`src/hdl/mbtcp_pkg.sv`:
```
// mbtcp_pkg: shared types, constants and helper functions for the register server
// used by mbtcp_ctrl, mbtcp_dp and modbus_tcp_register_server_core
`timescale 1ns / 1ps

package mbtcp_pkg;

  // default size of the holding register file
  localparam int unsigned RegCountDef = 32;

  // frame layout
  localparam logic [3:0] FullLen     = 4'd12;
  localparam logic [7:0] FcRead      = 8'd3;
  localparam logic [7:0] FcWrite     = 8'd6;

  // response pair positions
  localparam logic [5:0] PairTid     = 6'd0;
  localparam logic [5:0] PairProto   = 6'd1;
  localparam logic [5:0] PairLen     = 6'd2;
  localparam logic [5:0] PairUnit    = 6'd3;
  localparam logic [5:0] PairData    = 6'd4;
  localparam logic [5:0] PairWrLast  = 6'd5;

  // fixed length field of a write response and header length of a read response
  localparam logic [15:0] WrRespLen  = 16'd6;
  localparam logic [15:0] RdHdrLen   = 16'd3;

  // reset values of the holding registers
  localparam logic [15:0] Reg0Reset  = 16'd100;
  localparam logic [15:0] Reg1Reset  = 16'd250;

  typedef enum logic [1:0] {
    S_IDLE,
    S_CHECK,
    S_FETCH,
    S_EMIT
  } state_e;

  // controller to datapath
  typedef struct packed {
    logic capture;  // request byte accepted
    logic clr_idx;  // start a new response
    logic wr_en;    // write the addressed holding register
    logic rd_en;    // fetch the next holding register
    logic emit;     // load one pair into the output register
    logic rd_kind;  // 1: read response, 0: write response
  } dp_cmd_t;

  // datapath to controller
  typedef struct packed {
    logic rd_ok;
    logic wr_ok;
    logic out_free;
    logic last_pair;
  } dp_stat_t;

  function automatic logic [15:0] reg_reset_val(input int unsigned idx);
    logic [15:0] val;
    val = '0;
    if (idx == 0) val = Reg0Reset;
    if (idx == 1) val = Reg1Reset;
    return val;
  endfunction

endpackage

```
`src/hdl/mbtcp_ctrl.sv`:
```
// mbtcp_ctrl: sequencer for intake, request check and response emission
// depends on mbtcp_pkg
`timescale 1ns / 1ps

module mbtcp_ctrl
  import mbtcp_pkg::*;
(
  input  logic     clk_i,
  input  logic     rst_ni,
  input  logic     in_valid_i,
  input  logic     frame_end_i,
  output logic     in_stall_o,
  input  dp_stat_t stat_i,
  output dp_cmd_t  cmd_o
);

  state_e state_q, state_d;
  logic   kind_q, kind_d;

  // state register
  always_ff @(posedge clk_i or negedge rst_ni) begin
    if (!rst_ni) begin
      state_q <= S_IDLE;
      kind_q  <= 1'b0;
    end else begin
      state_q <= state_d;
      kind_q  <= kind_d;
    end
  end

  // next state and commands
  always_comb begin
    state_d       = state_q;
    kind_d        = kind_q;
    cmd_o         = '0;
    cmd_o.rd_kind = kind_q;
    in_stall_o    = 1'b1;
    unique case (state_q)
      S_IDLE: begin
        in_stall_o = 1'b0;
        if (in_valid_i) begin
          cmd_o.capture = 1'b1;
          if (frame_end_i) state_d = S_CHECK;
        end
      end
      S_CHECK: begin
        if (stat_i.rd_ok) begin
          kind_d        = 1'b1;
          cmd_o.clr_idx = 1'b1;
          state_d       = S_FETCH;
        end else if (stat_i.wr_ok) begin
          kind_d        = 1'b0;
          cmd_o.clr_idx = 1'b1;
          cmd_o.wr_en   = 1'b1;
          state_d       = S_FETCH;
        end else begin
          state_d = S_IDLE;
        end
      end
      S_FETCH: begin
        cmd_o.rd_en = 1'b1;
        state_d     = S_EMIT;
      end
      S_EMIT: begin
        if (stat_i.out_free) begin
          cmd_o.emit = 1'b1;
          state_d    = stat_i.last_pair ? S_IDLE : S_FETCH;
        end
      end
      default: state_d = S_IDLE;
    endcase
  end

`ifndef SYNTH
  // a pair is only loaded into a free output register
  assert property (@(posedge clk_i) disable iff (!rst_ni)
    cmd_o.emit |-> stat_i.out_free)
    else $error("pair emitted into a full output register");

  // a register write always starts a response
  assert property (@(posedge clk_i) disable iff (!rst_ni)
    cmd_o.wr_en |=> state_q == S_FETCH)
    else $error("write not followed by its response");

  // an intermediate pair is always followed by another fetch
  assert property (@(posedge clk_i) disable iff (!rst_ni)
    (state_q == S_EMIT && stat_i.out_free && !stat_i.last_pair) |=> state_q == S_FETCH)
    else $error("response ended early");
`endif

endmodule

```
`src/hdl/mbtcp_dp.sv`:
```
// mbtcp_dp: request field capture, holding register file and response pair output
// depends on mbtcp_pkg
`timescale 1ns / 1ps

module mbtcp_dp
  import mbtcp_pkg::*;
#(
  parameter int unsigned RegCount = RegCountDef
) (
  input  logic       clk_i,
  input  logic       rst_ni,
  input  logic [7:0] rx_byte_i,
  input  logic       frame_end_i,
  input  dp_cmd_t    cmd_i,
  output dp_stat_t   stat_o,
  input  logic       out_stall_i,
  output logic       out_valid_o,
  output logic [7:0] first_byte_o,
  output logic [7:0] second_byte_o,
  output logic [1:0] valid_bytes_o,
  output logic       last_o
);

  localparam int unsigned AddrW = $clog2(RegCount);
  localparam logic [16:0] RegCountW = 17'(RegCount);

  // parsed request fields
  logic [3:0]  pos_q;
  logic        full_q;
  logic [15:0] trans_id_q, proto_id_q, start_q, value_q;
  logic [7:0]  unit_id_q, func_q;
  logic [3:0]  pos_inc;

  // holding registers and fetch path
  logic [15:0] regs_q [RegCount];
  logic [15:0] rd_q;
  logic [7:0]  prev_lo_q;
  logic [5:0]  idx_q;
  logic [15:0] rd_addr;

  // output register
  logic       out_valid_q;
  logic [7:0] first_q, second_q;
  logic [1:0] vbytes_q;
  logic       last_q;

  // response derived values
  logic [15:0] resp_len;
  logic [7:0]  byte_cnt;
  logic [7:0]  first_d, second_d;

  assign pos_inc = (pos_q < FullLen) ? pos_q + 4'd1 : pos_q;

  // byte capture
  always_ff @(posedge clk_i or negedge rst_ni) begin
    if (!rst_ni) begin
      pos_q      <= '0;
      full_q     <= 1'b0;
      trans_id_q <= '0;
      proto_id_q <= '0;
      unit_id_q  <= '0;
      func_q     <= '0;
      start_q    <= '0;
      value_q    <= '0;
    end else if (cmd_i.capture) begin
      case (pos_q)
        4'd0:    trans_id_q[15:8] <= rx_byte_i;
        4'd1:    trans_id_q[7:0]  <= rx_byte_i;
        4'd2:    proto_id_q[15:8] <= rx_byte_i;
        4'd3:    proto_id_q[7:0]  <= rx_byte_i;
        4'd6:    unit_id_q        <= rx_byte_i;
        4'd7:    func_q           <= rx_byte_i;
        4'd8:    start_q[15:8]    <= rx_byte_i;
        4'd9:    start_q[7:0]     <= rx_byte_i;
        4'd10:   value_q[15:8]    <= rx_byte_i;
        4'd11:   value_q[7:0]     <= rx_byte_i;
        default: ;
      endcase
      if (frame_end_i) begin
        pos_q  <= '0;
        full_q <= (pos_inc == FullLen);
      end else begin
        pos_q <= pos_inc;
      end
    end
  end

  // request checks, output register state and last pair detection
  always_comb begin
    stat_o.rd_ok = full_q && (proto_id_q == '0) && (func_q == FcRead) &&
                   ({1'b0, start_q} + {1'b0, value_q} <= RegCountW);
    stat_o.wr_ok = full_q && (proto_id_q == '0) && (func_q == FcWrite) &&
                   ({1'b0, start_q} < RegCountW);
    stat_o.out_free  = !out_valid_q || !out_stall_i;
    stat_o.last_pair = cmd_i.rd_kind ? (idx_q == PairData + value_q[5:0])
                                     : (idx_q == PairWrLast);
  end

  // register file with fixed reset contents
  always_ff @(posedge clk_i or negedge rst_ni) begin
    if (!rst_ni) begin
      for (int unsigned i = 0; i < RegCount; i++) regs_q[i] <= reg_reset_val(i);
    end else if (cmd_i.wr_en) begin
      regs_q[start_q[AddrW-1:0]] <= value_q;
    end
  end

  assign rd_addr = start_q + {10'd0, idx_q} - {10'd0, PairData};

  // register fetch and pair counter
  always_ff @(posedge clk_i or negedge rst_ni) begin
    if (!rst_ni) begin
      idx_q <= '0;
    end else if (cmd_i.clr_idx) begin
      idx_q <= '0;
    end else if (cmd_i.emit) begin
      idx_q <= idx_q + 6'd1;
    end
  end

  always_ff @(posedge clk_i) begin
    if (cmd_i.rd_en) begin
      rd_q <= ({1'b0, rd_addr} < RegCountW) ? regs_q[rd_addr[AddrW-1:0]] : '0;
    end
    if (cmd_i.emit) prev_lo_q <= rd_q[7:0];
  end

  assign resp_len = cmd_i.rd_kind ? RdHdrLen + {value_q[14:0], 1'b0} : WrRespLen;
  assign byte_cnt = {value_q[6:0], 1'b0};

  // pair selection
  always_comb begin
    first_d  = '0;
    second_d = '0;
    case (idx_q)
      PairTid: begin
        first_d  = trans_id_q[15:8];
        second_d = trans_id_q[7:0];
      end
      PairProto: ;
      PairLen: begin
        first_d  = resp_len[15:8];
        second_d = resp_len[7:0];
      end
      PairUnit: begin
        first_d  = unit_id_q;
        second_d = func_q;
      end
      PairData: begin
        first_d  = cmd_i.rd_kind ? byte_cnt : start_q[15:8];
        second_d = cmd_i.rd_kind ? rd_q[15:8] : start_q[7:0];
      end
      default: begin
        first_d  = cmd_i.rd_kind ? prev_lo_q : value_q[15:8];
        second_d = cmd_i.rd_kind ? rd_q[15:8] : value_q[7:0];
      end
    endcase
    // final pair of a read carries a single byte
    if (cmd_i.rd_kind && stat_o.last_pair) second_d = '0;
  end

  // output register
  always_ff @(posedge clk_i or negedge rst_ni) begin
    if (!rst_ni) begin
      out_valid_q <= 1'b0;
    end else if (cmd_i.emit) begin
      out_valid_q <= 1'b1;
    end else if (!out_stall_i) begin
      out_valid_q <= 1'b0;
    end
  end

  always_ff @(posedge clk_i) begin
    if (cmd_i.emit) begin
      first_q  <= first_d;
      second_q <= second_d;
      vbytes_q <= (cmd_i.rd_kind && stat_o.last_pair) ? 2'd1 : 2'd2;
      last_q   <= stat_o.last_pair;
    end
  end

  assign out_valid_o   = out_valid_q;
  assign first_byte_o  = first_q;
  assign second_byte_o = second_q;
  assign valid_bytes_o = vbytes_q;
  assign last_o        = last_q;

endmodule

```
`src/hdl/modbus_tcp_register_server_core.sv`:
```
// modbus_tcp_register_server_core: top level of the holding register server
// depends on mbtcp_pkg, mbtcp_ctrl and mbtcp_dp
//
//   channel   direction  handshake              payload
//   request   in         in_valid_i/in_stall_o   rx_byte_i, frame_end_i
//   response  out        out_valid_o/out_stall_i first_byte_o, second_byte_o,
//                                                valid_bytes_o, last_o
//
// request bytes are taken one per cycle while no response is in progress
// after the last byte of a frame the request is checked, then each
// response pair passes through a register fetch and then an output load
// a read of n registers answers in 5 + n pairs, a write in 6 pairs
// a stalled output register holds its pair and pauses the sequencer
// reset loads the register file at once, no clearing pass is needed
`timescale 1ns / 1ps

module modbus_tcp_register_server_core
  import mbtcp_pkg::*;
#(
  parameter int unsigned RegCount = RegCountDef
) (
  input  logic       clk_i,
  input  logic       rst_ni,
  input  logic       in_valid_i,
  output logic       in_stall_o,
  input  logic [7:0] rx_byte_i,
  input  logic       frame_end_i,
  output logic       out_valid_o,
  input  logic       out_stall_i,
  output logic [7:0] first_byte_o,
  output logic [7:0] second_byte_o,
  output logic [1:0] valid_bytes_o,
  output logic       last_o
);

  dp_cmd_t  cmd;
  dp_stat_t stat;

  // sequencer
  mbtcp_ctrl u_ctrl (
    .clk_i       (clk_i),
    .rst_ni      (rst_ni),
    .in_valid_i  (in_valid_i),
    .frame_end_i (frame_end_i),
    .in_stall_o  (in_stall_o),
    .stat_i      (stat),
    .cmd_o       (cmd)
  );

  // datapath
  mbtcp_dp #(
    .RegCount (RegCount)
  ) u_dp (
    .clk_i         (clk_i),
    .rst_ni        (rst_ni),
    .rx_byte_i     (rx_byte_i),
    .frame_end_i   (frame_end_i),
    .cmd_i         (cmd),
    .stat_o        (stat),
    .out_stall_i   (out_stall_i),
    .out_valid_o   (out_valid_o),
    .first_byte_o  (first_byte_o),
    .second_byte_o (second_byte_o),
    .valid_bytes_o (valid_bytes_o),
    .last_o        (last_o)
  );

endmodule

```
`config.mk`:
```
export PLATFORM = sky130hd
export DESIGN_NAME = modbus_tcp_register_server_core
export DESIGN_NICKNAME = d
export VERILOG_FILES = /design/src/hdl/mbtcp_pkg.sv /design/src/hdl/mbtcp_ctrl.sv /design/src/hdl/mbtcp_dp.sv /design/src/hdl/modbus_tcp_register_server_core.sv
export SDC_FILE = /design/constraint.sdc
export NUM_CORES = 1
export LEC_CHECK = 0
export BUFFER_PORTS_ARGS = -buffer_cell sky130_fd_sc_hd__buf_2
export CAP_MARGIN = 40
export CORE_ASPECT_RATIO = 1.1
export CORE_MARGIN = 2
export CORE_UTILIZATION = 30
export DETAILED_ROUTE_END_ITERATION = 16
export PLACE_DENSITY = 0.46
export SYNTH_ARGS = -nofsm -noshare
export SYNTH_HDL_FRONTEND = slang
export SYNTH_SLANG_ARGS = --single-unit
```
`constraint.sdc`:
```
create_clock -name clk_i -period 8.4 [get_ports clk_i]
set_clock_uncertainty 0.15 [all_clocks]
set_input_delay 1.26 -clock clk_i [delete_from_list [all_inputs] [get_ports clk_i]]
set_output_delay 1.26 -clock clk_i [all_outputs]
set_load 0.02 [all_outputs]
```
==> results of run 1 <==
[cell type report]
class                   count  area [um^2]  area share
clock inverters            27          319     0.00880
repair buffers            101         1020      0.0281
clock buffers             103         2050      0.0565
well taps                1397         1750      0.0482
flip-flops and latches    650        16500       0.455
multi-input cells        1321        14500       0.399
inverters                  49          184     0.00507
[metal layers]
metal / up-vias / track usage / part of all wire
li1: 8196 / - / -
met1: 10237 / 0.210 / 0.41
met2: 373 / 0.321 / 0.52
met3: 136 / 0.0214 / 0.031
met4: 0 / 0.0611 / 0.032
met5: - / 0 / 0
[cells in the final DEF, fill, tap and decap left out, drive strengths merged, types with 6 or more instances in the layout]
master	instances
mux2i	33
xor2	14
nor2b	12
and2	6
a21oi	45
a22oi	6
clkbuf	103
ha	54
o21ai	46
dfrtp	598
nor3	27
inv	53
nand4	11
edfxtp	43
nand2	46
dfstp	9
a211oi	13
nor2	68
buf	101
xnor2	21
mux2	595
a221oi	6
o311a	7
o21a	9
a2111oi	6
and3	8
clkinv	17
mux4	160
nor4	9
nand3	29
[metrics by stage]
stage                     utilization  power [uW]  area, um^2  std cells  setup slack (ns)
after floorplan                     -        4660       31700       2200              4.83
after global placement          0.319        5320       33500       3501              3.94
after detailed placement        0.323        5380       33900       3518              4.03
after CTS                       0.345        8610       36300       3648              4.00
after global routing            0.345        8840       36300       3648              3.88
final                           0.345        8470       36300       3648              4.03
[flip-flops by register name, summed over array words and instances (netlist names)]
name and cells:
u_dp.last_o 1, u_dp.proto_id_q 16, u_dp.valid_bytes_o 2, u_dp.regs_q 512, u_dp.pos_q 4, u_dp.out_valid_o 1
u_dp.start_q 16, u_dp.idx_q 6, u_dp.prev_lo_q 8, u_dp.full_q 1, u_dp.rd_q 16, u_dp.value_q 16
u_dp.trans_id_q 16, u_dp.second_byte_o 8, u_ctrl.kind_q 1, u_dp.unit_id_q 8, u_dp.func_q 8, u_dp.first_byte_o 8
u_ctrl.state_q 2
[kinds of logic (layout without fill, tap and decap cells)]
group	Yosys count	in the layout	share of synthesized area
AOI/OAI and AO/OA	201	201	0.0439
xor gates and xnor gates	35	35	0.00967
adders and majority gates	56	56	0.0226
buffers and inverters	229	280	0.0286
DFF	650	650	0.520
muxes	788	788	0.336
and+or+nand+nor	241	241	0.0391
[worst max path at each step]
stage	cells after the start	to	slack, ns
final	10	u_dp.rd_q[10]	4.03
after floorplan	7	u_dp.idx_q[5]	4.83
after CTS	10	u_dp.rd_q[10]	4.00
after global placement	9	u_dp.rd_q[12]	3.94
after global routing	10	u_dp.rd_q[10]	3.88
after detailed placement	10	u_dp.rd_q[10]	4.03
[report_power, final]
group | total, uW | switching (uW) | internal, uW
sequential | 3460 | 126 | 3340
combinational | 1810 | 1120 | 688
clock | 3190 | 1330 | 1860
==> qor.csv, run 1 <==
metric;value;unit
CTS tree;built;
Post-synth EDFFs;43;
clk buf depth;3;
root buffer cell;clkbuf_16;
R2R Path End;u_dp.rd_q[10];
slowest CP cell;fa_4;
grt ovf;0;
Setup Fix Bufs, Post-CTS;0;
I/O pin count;34;
Worst EP required;8.59;ns
H-tree lvl count;3;
status;completed;
overall global routing resource usage;0.175;
final hold vios;0;
R2R setup slack;4.03;ns
final hold slack;0.278;ns
Die H;345;um
CTS resizes;0;
Worst Reg-to-Reg Cells;10;
top cell type by total area after synthesis;dfrtp_1;
most frequent CP cell;mux4_2;
Port Buffers;33;
clk_lat worst skew;0.64;ns
Post-Route WL;93800;um
Hold-fix buffers, CTS;0;
top post-synthesis cells by count;598 x dfrtp_1, 577 x mux2_2, 160 x mux4_2;
crit start category;register;
Detailed Place HPWL;58900;um
RR Startpoint;u_dp.start_q[1];
CP Capture Type;register;
crit path buf inv count;3;
vias in the first global route;20364;
post-synth net total;2269;
crit-path max FO;40;
DR iter-0 viols;1116;
synth top area cells;dfrtp_1 47%, mux2_2 21%, mux4_2 11%;
Unique masters post-synth;76;
Rows;125;
first-pass GRT wire length;139000;um
min-delay src;u_dp.rd_q[1];
antenna-violating nets left;0;
top cell type's share of synthesized area;0.472;
Setup Crit Path Kind;register to register;
Slew headroom;0.269;
n_diodes;0;
drt drc;0;
Worst EP arrival;4.56;ns
mean area per synthesized cell;14.4;um^2
maximum VDD drop;0.224;mV
Post-Synthesis Cell Area;0.0317;mm^2
CP top delay family;adder cells;
Fmax;0.229;GHz
area of the die;0.108;mm^2
actual slew at the worst max-slew pin;1.10;ns
Tcrit/Tclk final;0.520;
largest net degree at the start of global routing;182;
worst min path class;register to register;
Initial Util;0.301;
CP max stage delay;0.97;ns
clock-pin slew on the worst setup and hold paths;0.07;ns
area of the core;0.105;mm^2
final RePlAce weighted congestion;0.856;
First-pass DRT Iterations;6;
nets;2264;
Slew Viols, Final;0;
top-count cell post-synth;dfrtp_1;
Synth async-reset ratio;0.934;
initial antenna violation count;2;
RSZ-0062 raised after global routing;no;
top_reg_cell synth;dfrtp_1;
crit path cell chain;ha_1 > ha_4 > inv_1 > fa_4 > buf_4 > buf_16 > mux4_2 > mux4_2 > mux2i_1 > nor3_1;
DR WL/cell;25.7;um
Yosys reg bits;650;
Setup TNS;0;ns
area grow syn2layout;14.4;%
Hold Crit Endpoint;u_dp.prev_lo_q[1];
filler cell count;10141;
share of post-route cells with drive strength above 1;0.446;
Vias;18942;
Num CTS Buffers;72;
Syn. warnings;0;
Num Clock Sinks;650;
Seq/Total Area, Yosys;0.520;
number of max-cap violations;0;
WHS Path Cells;0;
final worst path period need;4.37;ns
final setup violating endpoints;0;
Post-Syn Instances;2200;
P_leak;0.0164;uW
Vias/cell;5.19;
Chip Width;314;um
PwrDens;234;mW/mm^2
CP startpoint;u_dp.start_q[1];
(Power assumes the default switching activity.)
==> run 2, diff against run 1 <==
--- a/config.mk
+++ b/config.mk
@@ -5,13 +5,14 @@
 export SDC_FILE = /design/constraint.sdc
 export NUM_CORES = 1
 export LEC_CHECK = 0
+export ABC_AREA = 1
 export BUFFER_PORTS_ARGS = -buffer_cell sky130_fd_sc_hd__buf_2
 export CAP_MARGIN = 40
 export CORE_ASPECT_RATIO = 1.1
 export CORE_MARGIN = 2
 export CORE_UTILIZATION = 30
 export DETAILED_ROUTE_END_ITERATION = 16
-export PLACE_DENSITY = 0.46
+export PLACE_DENSITY = 0.47
 export SYNTH_ARGS = -nofsm -noshare
 export SYNTH_HDL_FRONTEND = slang
 export SYNTH_SLANG_ARGS = --single-unit
==> constraint.sdc (replaced) <==
create_clock -name clk_i -period 3.67 [get_ports clk_i]
set_clock_uncertainty 0.15 [all_clocks]
set_input_delay 0.5505 -clock clk_i [delete_from_list [all_inputs] [get_ports clk_i]]
set_output_delay 0.5505 -clock clk_i [all_outputs]
set_load 0.02 [all_outputs]
==> qor.csv, run 2 <==
metric;value;unit
top_reg_cell synth;dfrtp_1;
CTS resizes;0;
Setup TNS;0;ns
crit start category;register;
overall global routing resource usage;0.201;
Syn. warnings;0;
Synth async-reset ratio;0.934;
worst min path class;input port to register;
Unique masters post-synth;57;
RSZ-0062 raised after global routing;no;
final hold slack;0.0340;ns
P_leak;0.0164;uW
Post-Syn Instances;3860;
Setup Fix Bufs, Post-CTS;0;
Hold-fix buffers, CTS;2;
CP Capture Type;register;
top-count cell post-synth;nand2_1;
area grow syn2layout;13.7;%
register area;0.0165;mm^2
Slew Viols, Final;0;
clock-pin slew on the worst setup and hold paths;0.07;ns
number of max-cap violations;0;
PwrDens;776;mW/mm^2
Num CTS Buffers;76;
Post-Synthesis Cell Area;0.0318;mm^2
final worst path period need;3.30;ns
Post-synth EDFFs;43;
DP Cell Count;5113;
multi-input logic area;0.0134;mm^2
Slew headroom;0.494;
crit-path max FO;93;
largest net degree at the start of global routing;116;
Hold Crit Endpoint;u_ctrl.state_q[0];
Vias/cell;5.05;
DR iter-0 viols;2446;
I/O pin count;34;
clk_lat worst skew;0.65;ns
first-pass GRT wire length;167000;um
RR Startpoint;u_dp.idx_q[2];
Initial Util;0.302;
Reg with most FFs;u_dp.regs_q;
area of the die;0.108;mm^2
actual slew at the worst max-slew pin;0.750;ns
most frequent cells in the layout;936 x nand2_1, 833 x o21ai_0, 598 x dfrtp_1;
synth top area cells;dfrtp_1 47%, o21ai_0 13%, nand2_1 11%;
Worst EP arrival;3.53;ns
Chip Width;314;um
root buffer cell;clkbuf_16;
CTS tree;built;
R2R setup slack;0.37;ns
Rows;125;
Die H;345;um
nets;3865;
Worst EP required;3.90;ns
top cell type's share of synthesized area;0.471;
mean area per synthesized cell;8.23;um^2
Worst Reg-to-Reg Cells;11;
First-pass DRT Iterations;6;
Fmax;0.303;GHz
final hold vios;0;
Detailed Place HPWL;71900;um
top cell type by total area after synthesis;dfrtp_1;
CP startpoint;u_dp.idx_q[2];
grt ovf;0;
DR WL/cell;20.9;um
maximum VDD drop;0.939;mV
final RePlAce weighted congestion;0.912;
H-tree lvl count;3;
antenna-violating nets left;0;
filler cell count;11126;
Port Buffers;33;
drt drc;0;
commonest non-fill, non-tap cell in the layout;nand2_1;
initial antenna violation count;1;
Vias;26535;
number of flip-flops in the largest register;512;
clk buf depth;3;
Tcrit/Tclk final;0.899;
Seq/Total Area, Yosys;0.519;
R2R Path End;u_dp.rd_q[3];
Final Core Density;0.343;
area of the core;0.105;mm^2
Post-Route WL;110000;um
Yosys reg bits;650;
Setup Crit Path Kind;register to register;
Num Clock Sinks;650;
top post-synthesis cells by count;936 x nand2_1, 833 x o21ai_0, 598 x dfrtp_1;
share of post-route cells with drive strength above 1;0.0812;
min-delay src;frame_end_i;
final std cells w/o fill;5251;
final setup violating endpoints;0;
status;completed;
vias in the first global route;25647;
post-synth net total;3929;
WHS Path Cells;2;
run 2: cell types whose count changed in the layout (fill, tap and decap cells not counted), moves of 28 or more:
cell	delta
o21ai_0	+789
mux2_2	-577
o21ai_1	+44
nand2_1	+890
o221ai_1	+40
mux4_2	-160
inv_1	+138
mux2i_1	-33
nand3_1	+91
buf_4	+28
nor2_1	+332
o22ai_1	+70
run 2: worst max path at each step:
stage | end | cells past startpoint | slack (ns)
global route | u_dp.rd_q[0] | 14 | 0.1
floorplan | u_dp.idx_q[5] | 8 | 0.69
CTS | u_dp.rd_q[1] | 11 | 0.39
detailed placement | u_dp.rd_q[1] | 11 | 0.41
finish | u_dp.rd_q[3] | 11 | 0.37
global placement | u_dp.rd_q[3] | 15 | 0.42
run 2: worst max-delay path, stage by stage, from the launching register on:
cell and delay [ns]:
dfrtp_1 0.38, inv_1 0.11, ha_1 0.35, fa_4 0.87, buf_12 0.35, o221ai_1 0.21, nand3_1 0.17, nand2_1 0.09
inv_1 0.11, o21ai_1 0.07, inv_1 0.06, nor2_1 0.04
run 2: layer usage:
metal,global-route usage,part of all wire
met2,0.338,0.48
met3,0.0233,0.039
met1,0.271,0.45
met4,0.0611,0.027
met5,0,0
run 2: kinds of logic after synthesis:
logic type	after synthesis	synth area share
xor+xnor	16	0.00441
buf+inv	476	0.0622
compound gates	1147	0.197
fa+ha+maj	56	0.0225
flops	650	0.519
simple gates	1515	0.195
run 2: layout make-up:
type | count | area share
tap | 1397 | 0.0484
clock buffer | 119 | 0.0625
inverter | 198 | 0.0209
timing repair buffer | 136 | 0.0353
antenna | 1 | 0.0000693
clock inverter | 16 | 0.00655
multi-input combinational | 2734 | 0.370
sequential | 650 | 0.457
run 2: where the power goes:
part	internal, uW	leakage, uW	switching (uW)
Clock	4630	0.00122	3120
Combinational	3800	0.00656	8730
Sequential	7570	0.00862	169
Total	16000	0.0164	12000
run 2: through the flow:
stage / setup WS, ns / instance area, um^2 / power (uW)
2_1_floorplan: 0.691 / 31800 / 15300
3_3_place_gp: 0.419 / 33500 / 20600
3_5_place_dp: 0.409 / 33600 / 20500
4_1_cts: 0.386 / 36100 / 28400
5_1_grt: 0.0998 / 36100 / 29700
6_report: 0.371 / 36100 / 28000
